==> src/sv/itoa_pkg.sv <==
// Types and constants shared by the integer-to-ASCII formatter.
// Request and response payload structs, ASCII codes and mode codes.
// No dependencies.
package itoa_pkg;

   // Request payload: one number to format
   typedef struct packed {
      logic [63:0] value;
      logic        mode;
      logic        uppercase;
      logic        prefix;
   } req_type;

   // Response payload: one character
   typedef struct packed {
      logic [6:0] char_code;
      logic       last;
   } rsp_type;

   // Mode codes
   localparam logic MODE_DEC = 1'b0;
   localparam logic MODE_HEX = 1'b1;

   // ASCII codes
   localparam logic [6:0] CHAR_ZERO   = 7'h30;
   localparam logic [6:0] CHAR_MINUS  = 7'h2D;
   localparam logic [6:0] CHAR_X      = 7'h78;
   localparam logic [6:0] ALPHA_UPPER = 7'd55;  // 'A' - 10
   localparam logic [6:0] ALPHA_LOWER = 7'd87;  // 'a' - 10

endpackage

==> src/sv/integer_to_ascii_formatter_unit.sv <==
// Integer-to-ASCII formatter, top level: signed decimal and hex output.
// Uses itoa_pkg for payload types, mode codes and ASCII constants.
//
// Formats one number at a time and emits one ASCII character per response,
// most significant digit first, with last set on the final character. A
// request is taken in the idle cycle. In decimal mode it then runs a
// bit-serial binary-to-BCD conversion (one shift-and-adjust step per bit
// through the digit register), then drops leading zero digits (up to
// DEC_DIGITS-1) and emits the characters. In hex mode the conversion is
// skipped: leading zeros are dropped (up to HEX_DIGITS-1), then the
// characters are emitted. Characters leave at one per cycle while rsp_ready
// stays high. The sequencer goes idle once the last character of the number
// sits in the output register, and no new request is taken before then.
module integer_to_ascii_formatter_unit
   import itoa_pkg::*;
#(
   parameter int VALUE_BITS = 64
) (
   input  logic    clock,
   input  logic    reset,
   input  logic    req_valid,
   output logic    req_ready,
   input  req_type req_data,
   output logic    rsp_valid,
   input  logic    rsp_ready,
   output rsp_type rsp_data
);

   // Digit counts: decimal digits of 2^VALUE_BITS-1, and hex digits
   localparam int DEC_DIGITS = (VALUE_BITS * 30103) / 100000 + 1;
   localparam int HEX_DIGITS = (VALUE_BITS + 3) / 4;
   localparam int DIG_W      = DEC_DIGITS * 4;
   localparam int HEX_W      = HEX_DIGITS * 4;
   localparam int HEX_SHIFT  = (DEC_DIGITS - HEX_DIGITS) * 4;
   localparam int BIT_CNT_W  = $clog2(VALUE_BITS + 1);
   localparam int DIG_CNT_W  = $clog2(DEC_DIGITS + 1);

   // State codes
   localparam logic [1:0] ST_IDLE = 2'd0;
   localparam logic [1:0] ST_CONV = 2'd1;
   localparam logic [1:0] ST_SKIP = 2'd2;
   localparam logic [1:0] ST_EMIT = 2'd3;

   logic [1:0]            state_ff, state_in;
   logic [VALUE_BITS-1:0] mag_ff, mag_in;
   logic [DIG_W-1:0]      dig_ff, dig_in;
   logic [BIT_CNT_W-1:0]  bit_cnt_ff, bit_cnt_in;
   logic [DIG_CNT_W-1:0]  dig_cnt_ff, dig_cnt_in;
   logic [1:0]            pre_cnt_ff, pre_cnt_in;
   logic                  mode_ff, mode_in;
   logic                  upper_ff, upper_in;
   logic                  rsp_valid_ff, rsp_valid_in;
   rsp_type               rsp_data_ff, rsp_data_in;

   logic                  req_fire;
   logic                  out_free;
   logic                  out_load;
   rsp_type               out_char;
   logic [DIG_W-1:0]      dig_adj;
   logic                  bcd_ok;
   logic [3:0]            top_dig;
   logic [VALUE_BITS-1:0] raw_val;
   logic                  raw_neg;
   logic [HEX_W-1:0]      hex_pad;
   logic [6:0]            dig_char;
   logic [6:0]            pre_char;

   assign req_ready = (state_ff == ST_IDLE);
   assign req_fire  = req_valid && req_ready;
   assign out_free  = !rsp_valid_ff || rsp_ready;
   assign top_dig   = dig_ff[DIG_W-1 -: 4];
   assign raw_val   = req_data.value[VALUE_BITS-1:0];
   assign raw_neg   = raw_val[VALUE_BITS-1];
   assign hex_pad   = HEX_W'(raw_val);

   // Add 3 to every BCD digit of 5 or more before the shift; flag bad digits
   always_comb begin
      logic [3:0] cur;
      dig_adj = '0;
      bcd_ok  = 1'b1;
      for (int i = 0; i < DEC_DIGITS; i++) begin
         cur = dig_ff[i*4 +: 4];
         dig_adj[i*4 +: 4] = (cur >= 4'd5) ? cur + 4'd3 : cur;
         if (cur > 4'd9) begin
            bcd_ok = 1'b0;
         end
      end
   end

   // Character for the top digit and for the pending prefix
   always_comb begin
      if (mode_ff == MODE_HEX && top_dig > 4'd9) begin
         dig_char = {3'b000, top_dig} + (upper_ff ? ALPHA_UPPER : ALPHA_LOWER);
      end else begin
         dig_char = {3'b000, top_dig} + CHAR_ZERO;
      end
      if (mode_ff == MODE_HEX) begin
         pre_char = (pre_cnt_ff == 2'd2) ? CHAR_ZERO : CHAR_X;
      end else begin
         pre_char = CHAR_MINUS;
      end
   end

   // Sequencer: load, convert, drop leading zeros, emit
   always_comb begin
      state_in   = state_ff;
      mag_in     = mag_ff;
      dig_in     = dig_ff;
      bit_cnt_in = bit_cnt_ff;
      dig_cnt_in = dig_cnt_ff;
      pre_cnt_in = pre_cnt_ff;
      mode_in    = mode_ff;
      upper_in   = upper_ff;
      out_load   = 1'b0;
      out_char   = '0;
      case (state_ff)
         ST_IDLE: begin
            if (req_fire) begin
               mode_in    = req_data.mode;
               upper_in   = req_data.uppercase;
               dig_cnt_in = DIG_CNT_W'(DEC_DIGITS);
               bit_cnt_in = BIT_CNT_W'(VALUE_BITS);
               if (req_data.mode == MODE_HEX) begin
                  dig_in     = DIG_W'(hex_pad) << HEX_SHIFT;
                  dig_cnt_in = DIG_CNT_W'(HEX_DIGITS);
                  pre_cnt_in = req_data.prefix ? 2'd2 : 2'd0;
                  state_in   = ST_SKIP;
               end else begin
                  dig_in     = '0;
                  mag_in     = raw_neg ? (~raw_val + 1'b1) : raw_val;
                  pre_cnt_in = raw_neg ? 2'd1 : 2'd0;
                  state_in   = ST_CONV;
               end
            end
         end
         ST_CONV: begin
            dig_in     = {dig_adj[DIG_W-2:0], mag_ff[VALUE_BITS-1]};
            mag_in     = mag_ff << 1;
            bit_cnt_in = bit_cnt_ff - 1'b1;
            if (bit_cnt_ff == BIT_CNT_W'(1)) begin
               state_in = ST_SKIP;
            end
         end
         ST_SKIP: begin
            if (top_dig == 4'd0 && dig_cnt_ff > DIG_CNT_W'(1)) begin
               dig_in     = dig_ff << 4;
               dig_cnt_in = dig_cnt_ff - 1'b1;
            end else begin
               state_in = ST_EMIT;
            end
         end
         ST_EMIT: begin
            if (out_free) begin
               out_load = 1'b1;
               if (pre_cnt_ff != 2'd0) begin
                  out_char.char_code = pre_char;
                  out_char.last      = 1'b0;
                  pre_cnt_in         = pre_cnt_ff - 1'b1;
               end else begin
                  out_char.char_code = dig_char;
                  out_char.last      = (dig_cnt_ff == DIG_CNT_W'(1));
                  dig_in             = dig_ff << 4;
                  dig_cnt_in         = dig_cnt_ff - 1'b1;
                  if (dig_cnt_ff == DIG_CNT_W'(1)) begin
                     state_in = ST_IDLE;
                  end
               end
            end
         end
         default: begin
            state_in = ST_IDLE;
         end
      endcase
   end

   // Output register: load a character or drop one that was taken
   always_comb begin
      rsp_valid_in = rsp_valid_ff;
      rsp_data_in  = rsp_data_ff;
      if (out_load) begin
         rsp_valid_in = 1'b1;
         rsp_data_in  = out_char;
      end else if (rsp_ready) begin
         rsp_valid_in = 1'b0;
      end
   end

   // Control registers
   always_ff @(posedge clock) begin
      if (reset) begin
         state_ff     <= ST_IDLE;
         rsp_valid_ff <= 1'b0;
      end else begin
         state_ff     <= state_in;
         rsp_valid_ff <= rsp_valid_in;
      end
   end

   // Datapath registers
   always_ff @(posedge clock) begin
      mag_ff      <= mag_in;
      dig_ff      <= dig_in;
      bit_cnt_ff  <= bit_cnt_in;
      dig_cnt_ff  <= dig_cnt_in;
      pre_cnt_ff  <= pre_cnt_in;
      mode_ff     <= mode_in;
      upper_ff    <= upper_in;
      rsp_data_ff <= rsp_data_in;
   end

   assign rsp_valid = rsp_valid_ff;
   assign rsp_data  = rsp_data_ff;

   // Accepted request always starts work
   a_req_starts: assert property (@(posedge clock) disable iff (reset)
      req_fire |=> state_ff != ST_IDLE)
      else $error("request accepted but sequencer stayed idle");

   // Conversion never runs with an exhausted bit count
   a_conv_count: assert property (@(posedge clock) disable iff (reset)
      state_ff == ST_CONV |-> bit_cnt_ff != '0)
      else $error("conversion running with zero bits left");

   // Double dabble keeps every digit within 0..9
   a_bcd_range: assert property (@(posedge clock) disable iff (reset)
      (state_ff == ST_CONV && mode_ff == MODE_DEC) |-> bcd_ok)
      else $error("BCD digit out of range during conversion");

   // At least one digit remains while skipping or emitting
   a_dig_count: assert property (@(posedge clock) disable iff (reset)
      (state_ff == ST_SKIP || state_ff == ST_EMIT) |-> dig_cnt_ff != '0)
      else $error("digit count ran out before last character");

   // Loading the last character returns the sequencer to idle
   a_last_idle: assert property (@(posedge clock) disable iff (reset)
      (out_load && out_char.last) |=> state_ff == ST_IDLE)
      else $error("last character loaded but sequencer not idle");

endmodule

==> config.mk <==
export PLATFORM = sky130hd
export DESIGN_NAME = integer_to_ascii_formatter_unit
export DESIGN_NICKNAME = d
export VERILOG_FILES = /design/src/sv/itoa_pkg.sv /design/src/sv/integer_to_ascii_formatter_unit.sv
export SDC_FILE = /design/constraint.sdc
export NUM_CORES = 1
export LEC_CHECK = 0
export BUFFER_PORTS_ARGS = -buffer_cell sky130_fd_sc_hd__buf_2
export CORE_MARGIN = 10
export CORE_UTILIZATION = 45
export CTS_BUF_LIST = sky130_fd_sc_hd__clkbuf_2 sky130_fd_sc_hd__clkbuf_4 sky130_fd_sc_hd__clkbuf_8
export CTS_CLUSTER_SIZE = 10
export DETAILED_ROUTE_END_ITERATION = 7
export MAX_ROUTING_LAYER = met4
export SYNTH_ARGS = -nofsm -noshare
export SYNTH_HDL_FRONTEND = slang
export SYNTH_SLANG_ARGS = --single-unit
==> constraint.sdc <==
create_clock -name clock -period 10.9 [get_ports clock]
set_clock_uncertainty 0.05 [all_clocks]
set_input_delay 0.545 -clock clock [delete_from_list [all_inputs] [get_ports clock]]
set_output_delay 0.545 -clock clock [all_outputs]
set_load 0.05 [all_outputs]
# After elaboration in Yosys (flattened, before gate mapping)
# Cells that the tools add are included.
# W data, S select, Z words.
[totals]
reg_bits = 171
mem_bits_rw = 0
mem_count = 0
wordCells = 160
inputBits = 71
output_inout_bits = 10
romBits = 0
latchBits = 0
[op_classes]
n_reduce_logical = 21
n_bitwise = 3
n_eq_ne = 15
add_sub_neg = 26
muxes = 62
shift = 0
n_mul = 0
div_mod_pow = 0
order_cmp = 22
[op_table]
columns = ["operator", "n"]
rows = [
  ["$mux W80", 5],
  ["$pmux W80 S4", 1],
  ["$mux W64", 3],
  ["$pmux W64 S2", 1],
  ["$ge A4 B3 Y1 const B", 20],
  ["$add A4 B2 Y4 const B", 19],
  ["$mux W4", 19],
  ["$add A64 B1 Y64 const B", 1],
  ["$not A64 Y64", 1],
  ["$mux W7", 5],
  ["$mux W2", 12],
  ["$mux W5", 4],
  ["$ne A2 B2 Y1 const B", 8],
  ["$pmux W5 S3", 1],
  ["$pmux W7 S2", 1],
  ["$mux W8", 1],
  ["$pmux W2 S4", 1],
  ["$reduce_and A4 Y1", 2],
  ["$reduce_bool A2 Y1", 4],
  ["$add A4 B6 Y7 const B", 1],
  ["$add A4 B7 Y7", 1],
  ["$eq A7 B1 Y1 const B", 1],
  ["$sub A7 B1 Y7 const B", 1],
  ["$eq A2 B2 Y1 const B", 3],
  ["other kinds (23)", 33],
]

# Logic depth before layout (Yosys ltp)
# Gate-level depths: netlist of the first run.
[logic_depth]
ltp_word = 6
mapped_depth = 9
depth_no_buf = 7

# Worst setup path after synthesis of the first run
# No wires, ideal clock.
[synth_timing]
kind = "flip-flop to flip-flop"
startpoint = "register state_ff[0]"
endpoint = "register dig_cnt_ff[0], enable pin"
t_required_ns = 10.475
arrival_time_ns = 7.777
period_less_slack_ns = 8.202
path_buffers = 0
setup_time_ns = 0.375
setup_slack_ns = 2.698
stages_incl_launch_ff = 7
cell_sequence = "dfxtp_1 -> inv_1 -> ha_1 -> inv_1 -> nor2_1 -> a211oi_1 -> a21boi_0"
[synth_via]
elab_chain_cells = 4
elab_cells_between_ends = 10
cone_classes = "6 x eq/ne; 4 x reduce/logical"
[synth_rtl]
columns = ["element", "line_no", "rtl"]
rows = [
  ["start: declaration", "integer_to_ascii_formatter_unit.sv:44", "logic [1:0] state_ff, state_in;"],
  ["start signal: assignment", "integer_to_ascii_formatter_unit.sv:194", "state_ff <= state_in;"],
  ["$logic_not A2 Y1 *", "integer_to_ascii_formatter_unit.sv:68", "assign req_ready = (state_ff == ST_IDLE);"],
  ["net req_ready", "integer_to_ascii_formatter_unit.sv:22", "output logic req_ready,"],
  ["$logic_and A1 B1 Y1", "integer_to_ascii_formatter_unit.sv:69", "assign req_fire = req_valid && req_ready;"],
  ["$ne A2 B1 Y1 (no source line)", "--", ""],
  ["$reduce_and A5 Y1 (no source line) *", "--", ""],
  ["end signal: assignment", "integer_to_ascii_formatter_unit.sv:204", "dig_cnt_ff <= dig_cnt_in;"],
  ["end: declaration", "integer_to_ascii_formatter_unit.sv:48", "logic [DIG_CNT_W-1:0] dig_cnt_ff, dig_cnt_in;"],
]
# The timed path passes the listed nets; every way through them passes the cells marked *.
# A chain may end at the register's enable or synchronous reset.

# Worst setup path in the final report of the first run
[layout_timing]
startpoint = "register dig_ff[76]"
endpoint = "register dig_cnt_ff[3], enable pin"
[layout_via]
elab_chain_cells = 4
[layout_rtl]
columns = ["element", "line_no", "rtl"]
rows = [
  ["start: declaration", "integer_to_ascii_formatter_unit.sv:46", "logic [DIG_W-1:0] dig_ff, dig_in;"],
  ["start signal: assignment", "integer_to_ascii_formatter_unit.sv:202", "dig_ff <= dig_in;"],
  ["$logic_not A4 Y1", "integer_to_ascii_formatter_unit.sv:145", "if (top_dig == 4'd0 && dig_cnt_ff > DIG_CNT_W'(1)) begin"],
  ["$logic_and A1 B1 Y1", "integer_to_ascii_formatter_unit.sv:145", ""],
  ["$ne A2 B2 Y1 (no source line)", "--", ""],
  ["$reduce_and A5 Y1 (no source line)", "--", ""],
]
# Every way passes these cells.

==> results by group, run 1 <==
Min path
  • Min-Delay Endpoint: upper_ff$_DFFE_PP_
  • Hold path depth: 1
  • Hold Path Origin: req_data[1]
  • Worst min-delay path class: primary input to flip-flop

Synthesis
  • Number of flops mapped to enable cells by yosys: 168
  • Post-synthesis cell type count: 69
  • Area contributors post-synth: edfxtp_1 (45%), o21ai_0 (6.0%), ha_1 (5.8%), a22oi_1 (4.9%), a21oi_1 (4.1%)
  • Yosys reg bits: 171
  • Syn. warnings: 0
  • Top_reg_cell synth: edfxtp_1
  • Net count after synthesis: 1,258
  • Leading area contributor after synthesis: edfxtp_1
  • Sequential-to-total area share from yosys stat: 45.55%
  • Post-Synthesis Cells: 1,135
  • Syn_area_per_cell: 9.874 sq um
  • Post-Synthesis Cell Area: 11,210 sq um
  • Fraction of registers with async set or reset after synthesis: 0%
  • Share of the synthesized area in the top cell type: 45.02%

Detailed routing
  • DR pass1 iterations: 5
  • Initial DRC count: 787
  • DR WL/cell: 18.55 um
  • Via density: 5.913
  • DRT antenna net count: 0
  • Final WL: 28,310 um
  • DR DRC count: 0
  • Via count of the routed design: 9,023

Clocking
  • H-tree depth: 4
  • CTS Hold Bufs: 0
  • CTS Buf Count: 17
  • Clk buf depth: 2
  • Clock-pin slew of the registers on the worst-case setup and hold paths: 0.09 ns
  • Clock Sinks: 171
  • Clk root buf: clkbuf_8
  • Post-CTS Setup Inserts: 0
  • Worst skew pair latency: 0.47 ns
  • Gates resized, CTS repair: 0
  • CTS tree: built

Timing
  • Post-route clock period utilization: 30.72%
  • Unrepaired setup endpoints after global routing: no
  • Slew HR: 37.81%
  • Worst-Margin Slew: 0.9243 ns
  • Worst hold margin: 0.2208 ns
  • Fmax: 298.6 MHz
  • Setup tns final: 0 ns
  • Max-slew violation count: 0
  • Final setup fails: 0
  • Final period demand of the worst path: 3.348 ns
  • Hold Violations, Final: 0

Finish
  • Nets: 1,309
  • Proportion of layout cells with a drive suffix above 1: 13.59%
  • Fin area: 12,320 sq um
  • Final core utilization: 50.49%
  • Filler cells: 2,289
  • Synth-to-Final Area Change: 9.892%

Worst setup path
  • Crit path launch type: flip-flop
  • Max incr delay on CP: 0.73 ns
  • Crit-path max FO: 32
  • Reg-to-reg setup timing slack: 7.55 ns
  • R2R cell count: 7
  • WS Path Type: flip-flop to flip-flop
  • Crit. End Element: flip-flop
  • Crit-path slowest cell: a21boi_0
  • Worst path required time: 10.94 ns
  • Worst R2R Start: dig_ff[76]$_DFFE_PP_
  • Worst-path cell chain: inv_1 -> ha_1 -> nor3b_1 -> o21ai_0 -> a211oi_4 -> buf_4 -> a21boi_0
  • Critical Path AT: 3.39 ns
  • R2r endpoint: dig_cnt_ff[3]$_SDFFCE_PP0P_

Floorplanning
  • Core ar.: 24,390 sq um
  • Height of the die: 177.8 um
  • Row Count: 57
  • Starting Density: 45.95%
  • Die ar.: 31,620 sq um
  • Die Width: 177.8 um
  • # IOs: 81

Global route
  • First-pass GRT wire length: 45,910 um
  • Vias in the first global route: 8,828
  • GRT Total Usage: 18.42%
  • Overflow after GRT: 0
  • Initial antenna violation count: 3
  • Largest net degree at the start of global routing: 99

Placement
  • Port Buf Inserts: 80
  • GPL Wtd Cong: 0.8221
  • Hpwl dp: 18,890 um
  • Area post-placement: 11,900 sq um

Power and ir drop
  • PwrDens: 249.0 nW/um^2
  • Peak VDD IR: 0.1085 mV
  • Leakage: 4.337 nW

Run status
  • Status: completed

Flow run
  • Max_cap viols: 0
[report_power, final]
part,internal [W],switching [W]
clock,0.000227,0.000254
combinational,0.000479,0.000765
sequential,0.00112,0.000225
total,0.00182,0.00124
[worst max-delay path by stage]
stage,startpoint,to,slack (ns),depth (start not counted)
2_1_floorplan,state_ff[0]$_SDFFE_PP0P_,dig_cnt_ff[0]$_SDFFCE_PP0P_,2.70,6
3_3_place_gp,req_data[3],mag_ff[62]$_DFFE_PP_,7.27,8
3_5_place_dp,req_data[3],mag_ff[62]$_DFFE_PP_,7.20,8
4_1_cts,dig_ff[76]$_DFFE_PP_,dig_cnt_ff[0]$_SDFFCE_PP0P_,7.58,7
5_1_grt,dig_ff[76]$_DFFE_PP_,dig_cnt_ff[0]$_SDFFCE_PP0P_,7.40,7
6_report,dig_ff[76]$_DFFE_PP_,dig_cnt_ff[3]$_SDFFCE_PP0P_,7.55,7
[flip-flops by register name (all words and copies together), names as in the netlist]
name / flops
upper_ff: 1
mag_ff: 64
dig_ff: 80
dig_cnt_ff: 5
rsp_valid: 1
mode_ff: 1
rsp_data: 8
state_ff: 2
pre_cnt_ff: 2
bit_cnt_ff: 7
[cell usage after synthesis (4+ instances only)]
cell and count:
nand4_1 17, or4_1 7, xnor2_1 41, nor3_1 17, buf_1 12, o21ai_1 9, clkbuf_1 42, inv_1 63
nor3b_1 39, nor2_1 72, o31ai_1 14, xor2_1 31, a31oi_1 4, o21ai_0 134, or3_1 17, ha_1 52
a211oi_1 6, or2_2 4, a2111o_1 4, a21oi_1 91, mux2i_1 5, and3_1 8, o41ai_2 9, nor4_1 13
mux2_2 10, edfxtp_1 168, nand3_1 14, nand2_1 70, nand2b_1 26, o41ai_1 6, a22oi_1 73
[per-layer routing]
metal  GRT usage, %  up-vias  part of all wire (%)
met5              -        -                     0
met4          4.863        0                   1.3
met3          3.464       26                   5.2
met2          29.50      238                    48
met1          23.55     4374                    46
li1               -     4385                     -
[critical path: cells and delay by family, from the launching register on]
family | cells | cell delay [ns]
and+or+nand+nor | 1 | 0.42
DFF | 1 | 0.48
adders and majority gates | 1 | 0.15
buffers and inverters | 2 | 0.59
AOI/OAI and AO/OA | 3 | 1.28
[through the flow]
stage / power, W / cells / worst slack (ns)
after floorplan: 0.002288 / 1135 / 2.698
after global placement: 0.002569 / 1491 / 7.273
after detailed placement: 0.002599 / 1491 / 7.199
after CTS: 0.003086 / 1523 / 7.577
after global routing: 0.003335 / 1526 / 7.396
final: 0.003066 / 1526 / 7.552
[cell usage in the layout (no fill, tap or decap), types with 9 or more instances in the layout]
cell,count
or3_1,17
nor4_1,13
mux2_2,10
nand2_1,69
a21oi_1,91
buf_4,10
a22oi_1,73
o21ai_1,9
nor2_1,71
o31ai_1,14
inv_1,63
o21ai_0,133
clkbuf_8,17
xor2_1,31
nand3_1,14
nand4_1,17
edfxtp_1,168
o41ai_2,9
buf_2,80
ha_1,51
xnor2_1,41
nor3_1,17
nor3b_1,39
nand2b_1,26
[layout make-up]
type	count	area, sq um	share of cell area [%]
antenna	3	7.507	0.06096
clock buffer	17	234.0	1.900
clock inverter	15	173.9	1.412
inverter	63	236.5	1.920
multi-input combinational	843	5678	46.10
sequential	171	5105	41.45
tap	324	405.4	3.292
timing repair buffer	90	475.5	3.861
[kinds of logic (layout without fill, tap and decap cells)]
group | count (synthesis) | after routing | synth area share, %
AOI/OAI and AO/OA | 377 | 377 | 21.31
xor gates and xnor gates | 72 | 72 | 5.627
adders and majority gates | 52 | 52 | 5.805
buffers and inverters | 121 | 185 | 4.209
DFF | 171 | 171 | 45.55
muxes | 16 | 16 | 1.585
other | 0 | 3 | 0
and+or+nand+nor | 326 | 326 | 15.91
Note: power is estimated with default switching activity, not from simulation.
==> run 2: changes to the inputs <==
clock period = 2.8 ns   (was 10.9 ns; I/O delays follow)
==> run 2 against run 1 <==
  * Hold slack worse by 0.20 ns
  * Sequential power rose to 3.9 times the previous value
  * Global-route usage up 0.51 points
  * Power rose to 4.0 times the previous value
  * Largest power group unchanged
==> results by group, run 2 (synthesis results as in run 1) <==
Run status
  • Status: completed

Finish
  • Register area: 5105 sq um
  • Nets: 1,352
  • Final core utilization: 52.63%
  • Reg with most FFs: dig_ff
  • Commonest non-fill, non-tap cell in the layout: edfxtp_1
  • Synth-to-Final Area Change: 14.55%
  • Filler cells: 2,228
  • Area of the multi-input gates: 5689 sq um
  • Commonest non-fill, non-tap cells in the layout: edfxtp_1 (168), o21ai_0 (132), a21oi_1 (91)
  • Flip-flop count of the largest register after layout: 80
  • Proportion of layout cells with a drive suffix above 1: 15.30%

Power and ir drop
  • Internal: 0.007440 W
  • PwrDens: 963.1 nW/um^2
  • Leakage: 4.589 nW
  • Comb power frac: 40.7%
  • Clock power frac: 17.0%
  • Sequential group share of total power: 42.3%
  • Sw frac: 39.82%
  • Peak VDD IR: 0.6718 mV
  • Switching pwr: 0.004924 W

Timing
  • Final period demand of the worst path: 2.734 ns
  • Max-slew violation count: 0
  • Worst-Margin Slew: 0.8801 ns
  • Fmax: 365.7 MHz
  • Hold Violations, Final: 0
  • Worst hold margin: 0.01852 ns
  • Setup tns final: 0 ns
  • Final setup fails: 0
  • Slew HR: 41.10%
  • Unrepaired setup endpoints after global routing: no
  • Post-route clock period utilization: 97.66%

Detailed routing
  • DR WL/cell: 18.54 um
  • Final WL: 29,090 um
  • Via density: 5.862
  • DR pass1 iterations: 5
  • DRT antenna net count: 0
  • DR DRC count: 0
  • Initial DRC count: 773
  • Via count of the routed design: 9,197

Worst setup path
  • R2R cell count: 6
  • Crit. End Element: flip-flop
  • Crit-path slowest cell: or4_1
  • WS Path Type: primary input to flip-flop
  • Critical Path Stages: 8
  • Worst-path cell chain: dlygate4sd3_1 -> buf_2 -> or4_1 -> or3_1 -> buf_4 -> o41ai_2 -> xnor2_1 -> mux2_4
  • Worst path required time: 2.96 ns
  • Crit path launch type: primary input
  • Critical Path AT: 2.89 ns
  • Buf+Inv Stages, Crit Path: 3
  • Crit path max-delay family: simple AND/OR/NAND/NOR gates
  • Max incr delay on CP: 0.56 ns
  • Crit-path max FO: 8

Clocking
  • Post-CTS Setup Inserts: 0
  • Clk buf depth: 2
  • H-tree depth: 4
  • Worst skew pair latency: 0.46 ns
  • Clk root buf: clkbuf_8
  • CTS Buf Count: 17
  • CTS tree: built
  • Clock-pin slew of the registers on the worst-case setup and hold paths: 0.09 ns
  • Clock Sinks: 171

Global route
  • First-pass GRT wire length: 47,020 um
  • Vias in the first global route: 9,036
  • Initial antenna violation count: 3
  • Largest net degree at the start of global routing: 83
  • GRT Total Usage: 18.94%
  • Overflow after GRT: 0

Min path
  • Hold path depth: 3
  • Worst min-delay path class: primary input to flip-flop

Placement
  • Port Buf Inserts: 80
  • GPL Wtd Cong: 0.8124
  • Hpwl dp: 19,810 um

Flow run
  • Max_cap viols: 0

Floorplanning
  • Die Width: 177.8 um
  • Core ar.: 24,390 sq um
  • Starting Density: 45.95%
  • # IOs: 81
  • Height of the die: 177.8 um
  • Row Count: 57
  • Die ar.: 31,620 sq um
run 2: changes by cell type in the layout (fill, tap and decap cells not counted), moves of 2 or more:
cell,previous run,this run
dlygate4sd3_1,0,21
buf_4,10,26
buf_12,0,6
inv_6,1,5
clkinv_2,4,1
bufinv_16,3,5
ha_1,51,49
ha_2,0,2
run 2: what timing repair did:
action / in CTS / in global routing
endpoints found under the setup margin: 0 / 1
endpoints found under the hold margin: 23 / 1
hold buffers: 20 / 1
gates resized for setup: 0 / 1
run 2: power by group through the flow:
stage	registers [W]	clock network, W	logic [W]
2_1_floorplan	0.00506	0	0.00376
3_3_place_gp	0.00526	0	0.00491
3_5_place_dp	0.00527	0	0.00501
4_1_cts	0.00523	0.00214	0.00506
5_1_grt	0.00539	0.00225	0.00572
6_report	0.00523	0.00210	0.00503
run 2: cell type report:
type | instances | share of cell area, %
multi-input cells | 843 | 44.32
flip-flops and latches | 171 | 39.77
repair buffers | 133 | 7.212
well taps | 324 | 3.158
inverters | 63 | 1.842
clock buffers | 17 | 1.823
clock inverters | 15 | 1.823
diodes | 3 | 0.05848
run 2: path summary, 6_finish.rpt:
path	startpoint	to	slack, ns
worst max-delay path	req_data[31]	mag_ff[41]$_DFFE_PP_	0.07
worst min-delay path	req_data[9]	dig_ff[22]$_DFFE_PP_	0.02
worst max register to register	dig_ff[77]$_DFFE_PP_	dig_ff[22]$_DFFE_PP_	0.46
worst min register to register	mag_ff[4]$_DFFE_PP_	mag_ff[5]$_DFFE_PP_	0.48
run 2: worst reg2reg max path, delay by kind of cell (launching register included):
family | cells | cell delay (ns)
AOI/OAI and AO/OA | 2 | 0.45
adders and majority gates | 1 | 0.14
buffers and inverters | 2 | 0.57
DFF | 1 | 0.47
and+or+nand+nor | 1 | 0.24
run 2: routing by layer:
metal / share of wire, % / vias to the layer above / routed length, um / global-route usage [%]
li1: - / 4472 / - / -
met1: 45 / 4475 / 13020 / 23.21
met2: 49 / 219 / 14220 / 31.23
met3: 4.3 / 31 / 1247 / 3.506
met4: 2.0 / 0 / 588 / 5.696
met5: 0 / - / 0 / -
run 2: per-stage QoR:
| stage | total power [W] | instance area [sq um] | cells | setup slack, ns |
|---|---|---|---|---|
| finish | 0.01236 | 12840 | 1569 | 0.06554 |
| CTS | 0.01244 | 12820 | 1565 | 0.08527 |
| floorplan | 0.008820 | 11240 | 1135 | -1.330 |
| global placement | 0.01017 | 12150 | 1513 | 0.1566 |
| detailed placement | 0.01028 | 12150 | 1513 | 0.1222 |
| global route | 0.01336 | 12840 | 1569 | 0.007376 |
==> run 3: changes to the inputs <==
--- a/config.mk
+++ b/config.mk
@@ -13,2 +13,3 @@
 export DETAILED_ROUTE_END_ITERATION = 7
+export GPL_ROUTABILITY_DRIVEN = 0
 export MAX_ROUTING_LAYER = met4
==> constraint.sdc (replaced) <==
create_clock -name clock -period 2.8 [get_ports clock]
set_clock_uncertainty 0.05 [all_clocks]
set_input_delay 0.28 -clock clock [delete_from_list [all_inputs] [get_ports clock]]
set_output_delay 0.28 -clock clock [all_outputs]
set_load 0.05 [all_outputs]
==> run 3 against run 2 <==
  * Via count down 0.30%
  * Power down 1.7%
  * Hold slack better by 0.054 ns
  * Critical path type is now flip-flop to flip-flop
  * Largest cell class unchanged
  * Utilization down 0.59 points
  * Fmax up 18%
  * Non-clock buffer count down 8
  * Cell count down 0.64%
  * Combinational power about the same
==> results by group, run 3 (synthesis results as in run 1) <==
Timing
  • Final setup fails: 0
  • Slew HR: 67.76%
  • Unrepaired setup endpoints after global routing: no
  • Worst-Margin Slew: 0.4799 ns
  • Max-slew violation count: 0
  • Post-route clock period utilization: 83.09%
  • Fmax: 429.9 MHz
  • Final period demand of the worst path: 2.326 ns
  • Hold Violations, Final: 0
  • Worst setup margin: 0.4736 ns

Finish
  • Final Non-Filler Cells: 1,559
  • Commonest non-fill, non-tap cell in the layout: edfxtp_1
  • Proportion of layout cells with a drive suffix above 1: 16.29%
  • Synth-to-Final Area Change: 13.26%
  • Final core utilization: 52.04%
  • Commonest non-fill, non-tap cells in the layout: edfxtp_1 (168), o21ai_0 (132), a21oi_1 (91)
  • Flip-flop count of the largest register after layout: 80
  • Nets: 1,344
  • Reg with most FFs: dig_ff

Power and ir drop
  • Peak VDD IR: 0.4169 mV
  • PwrDens: 957.4 nW/um^2
  • Leakage: 4.545 nW
  • Comb power frac: 41.4%
  • Switching pwr: 0.004956 W
  • Clock power frac: 15.7%
  • Internal: 0.007197 W
  • Total power draw: 0.01215 W
  • Sequential group share of total power: 42.9%
  • Sw frac: 40.78%

Global route
  • Largest net degree at the start of global routing: 83
  • Initial antenna violation count: 2
  • Vias in the first global route: 9,000
  • First-pass GRT wire length: 47,270 um
  • Overflow after GRT: 0
  • GRT Total Usage: 18.92%

Floorplanning
  • Row Count: 57
  • Die Width: 177.8 um
  • # IOs: 81
  • Die ar.: 31,620 sq um
  • Height of the die: 177.8 um
  • Starting Density: 45.95%
  • Core ar.: 24,390 sq um

Worst setup path
  • Buf+Inv Stages, Crit Path: 1
  • Critical Path Stages: 7
  • Crit. End Element: flip-flop
  • Crit path launch type: flip-flop
  • Crit-path max FO: 3
  • Worst path required time: 3.14 ns
  • R2R cell count: 7
  • Worst-path cell chain: inv_1 -> ha_2 -> or4b_2 -> nand2_1 -> nor4bb_1 -> a21oi_1 -> nor3_1
  • Max incr delay on CP: 0.61 ns
  • Crit-path slowest cell: or4b_2
  • Crit path max-delay family: simple AND/OR/NAND/NOR gates
  • Critical Path AT: 2.67 ns
  • WS Path Type: flip-flop to flip-flop

Detailed routing
  • Initial DRC count: 804
  • Via density: 5.881
  • Final WL: 28,710 um
  • DRT antenna net count: 0
  • DR WL/cell: 18.42 um
  • DR DRC count: 0
  • DR pass1 iterations: 5
  • Via count of the routed design: 9,169

Clocking
  • CTS Buf Count: 17
  • CTS tree: built
  • Clock-pin slew of the registers on the worst-case setup and hold paths: 0.10 ns
  • Clock Sinks: 171
  • H-tree depth: 4
  • Clk buf depth: 2
  • Worst skew pair latency: 0.48 ns
  • Gates resized, CTS repair: 0
  • Clk root buf: clkbuf_8

Placement
  • Hpwl dp: 19,820 um
  • Dpl ws: 0.03467 ns
  • Placed Instances: 1,524
  • Port Buf Inserts: 80

Flow run
  • Max_cap viols: 0

Run status
  • Status: completed

Min path
  • Worst min-delay path class: primary input to flip-flop
  • Hold path depth: 3
==> run 3: cell count changes in the layout (fill, tap and decap cells not counted), sizes merged <==
cell / change
diode: -2
bufinv: -3
clkinvlp: -1
dlygate4sd3: -19
buf: +11
inv: +4
==> run 3: what timing repair did <==
item	in CTS	in global routing
hold buffers	2	0
setup buffers	0	0
hold endpoints to repair	4	0
==> run 3: path summary, 6_finish.rpt <==
kind	start	to	slack, ns
max	dig_cnt_ff[1]$_SDFFCE_PP0P_	state_ff[1]$_SDFFE_PP0P_	0.47
min	req_data[0]	pre_cnt_ff[1]$_DFFE_PP_	0.07
max reg2reg	dig_cnt_ff[1]$_SDFFCE_PP0P_	state_ff[1]$_SDFFE_PP0P_	0.47
min reg2reg	mag_ff[13]$_DFFE_PP_	mag_ff[14]$_DFFE_PP_	0.49
==> run 3: worst min-delay path, delay by kind of cell <==
kind,cells,cell delay [ns]
buffers and inverters,1,0.08
and+or+nand+nor,1,0.06
AOI/OAI and AO/OA,1,0.06
==> run 3: per-layer routing <==
metal  track usage, %  vias up  part of all wire, %
met3            2.975       31                  4.6
met2            30.96      228                   48
met1            23.98     4447                   46
met4            5.036        0                  1.3
met5                -        -                    0
li1                 -     4463                    -
==> run 3: metrics by stage <==
stage               hold WS [ns]  instance area, sq um  TNS [ns]
floorplan                 0.2991                 11240    -72.09
global placement          0.4319                 12260         0
detailed placement        0.4314                 12260         0
CTS                      0.05089                 12690         0
global route             0.06463                 12690         0
finish                   0.07291                 12690         0
==> run 3: power by group through the flow <==
stage	Combinational, W	Clock, W	Sequential, W
2_1_floorplan	0.00376	0	0.00506
3_3_place_gp	0.00495	0	0.00524
6_report	0.00503	0.00191	0.00521
5_1_grt	0.00577	0.00205	0.00538
4_1_cts	0.00506	0.00195	0.00521
3_5_place_dp	0.00503	0	0.00526
==> run 3: layout make-up <==
| type | count | area (sq um) |
|---|---|---|
| multi-input combinational | 843 | 5688 |
| inverter | 63 | 236.5 |
| timing repair buffer | 125 | 843.3 |
| antenna | 1 | 2.502 |
| tap | 324 | 405.4 |
| sequential | 171 | 5105 |
| clock inverter | 15 | 178.9 |
| clock buffer | 17 | 234.0 |
| fill | 2282 | 11700 |
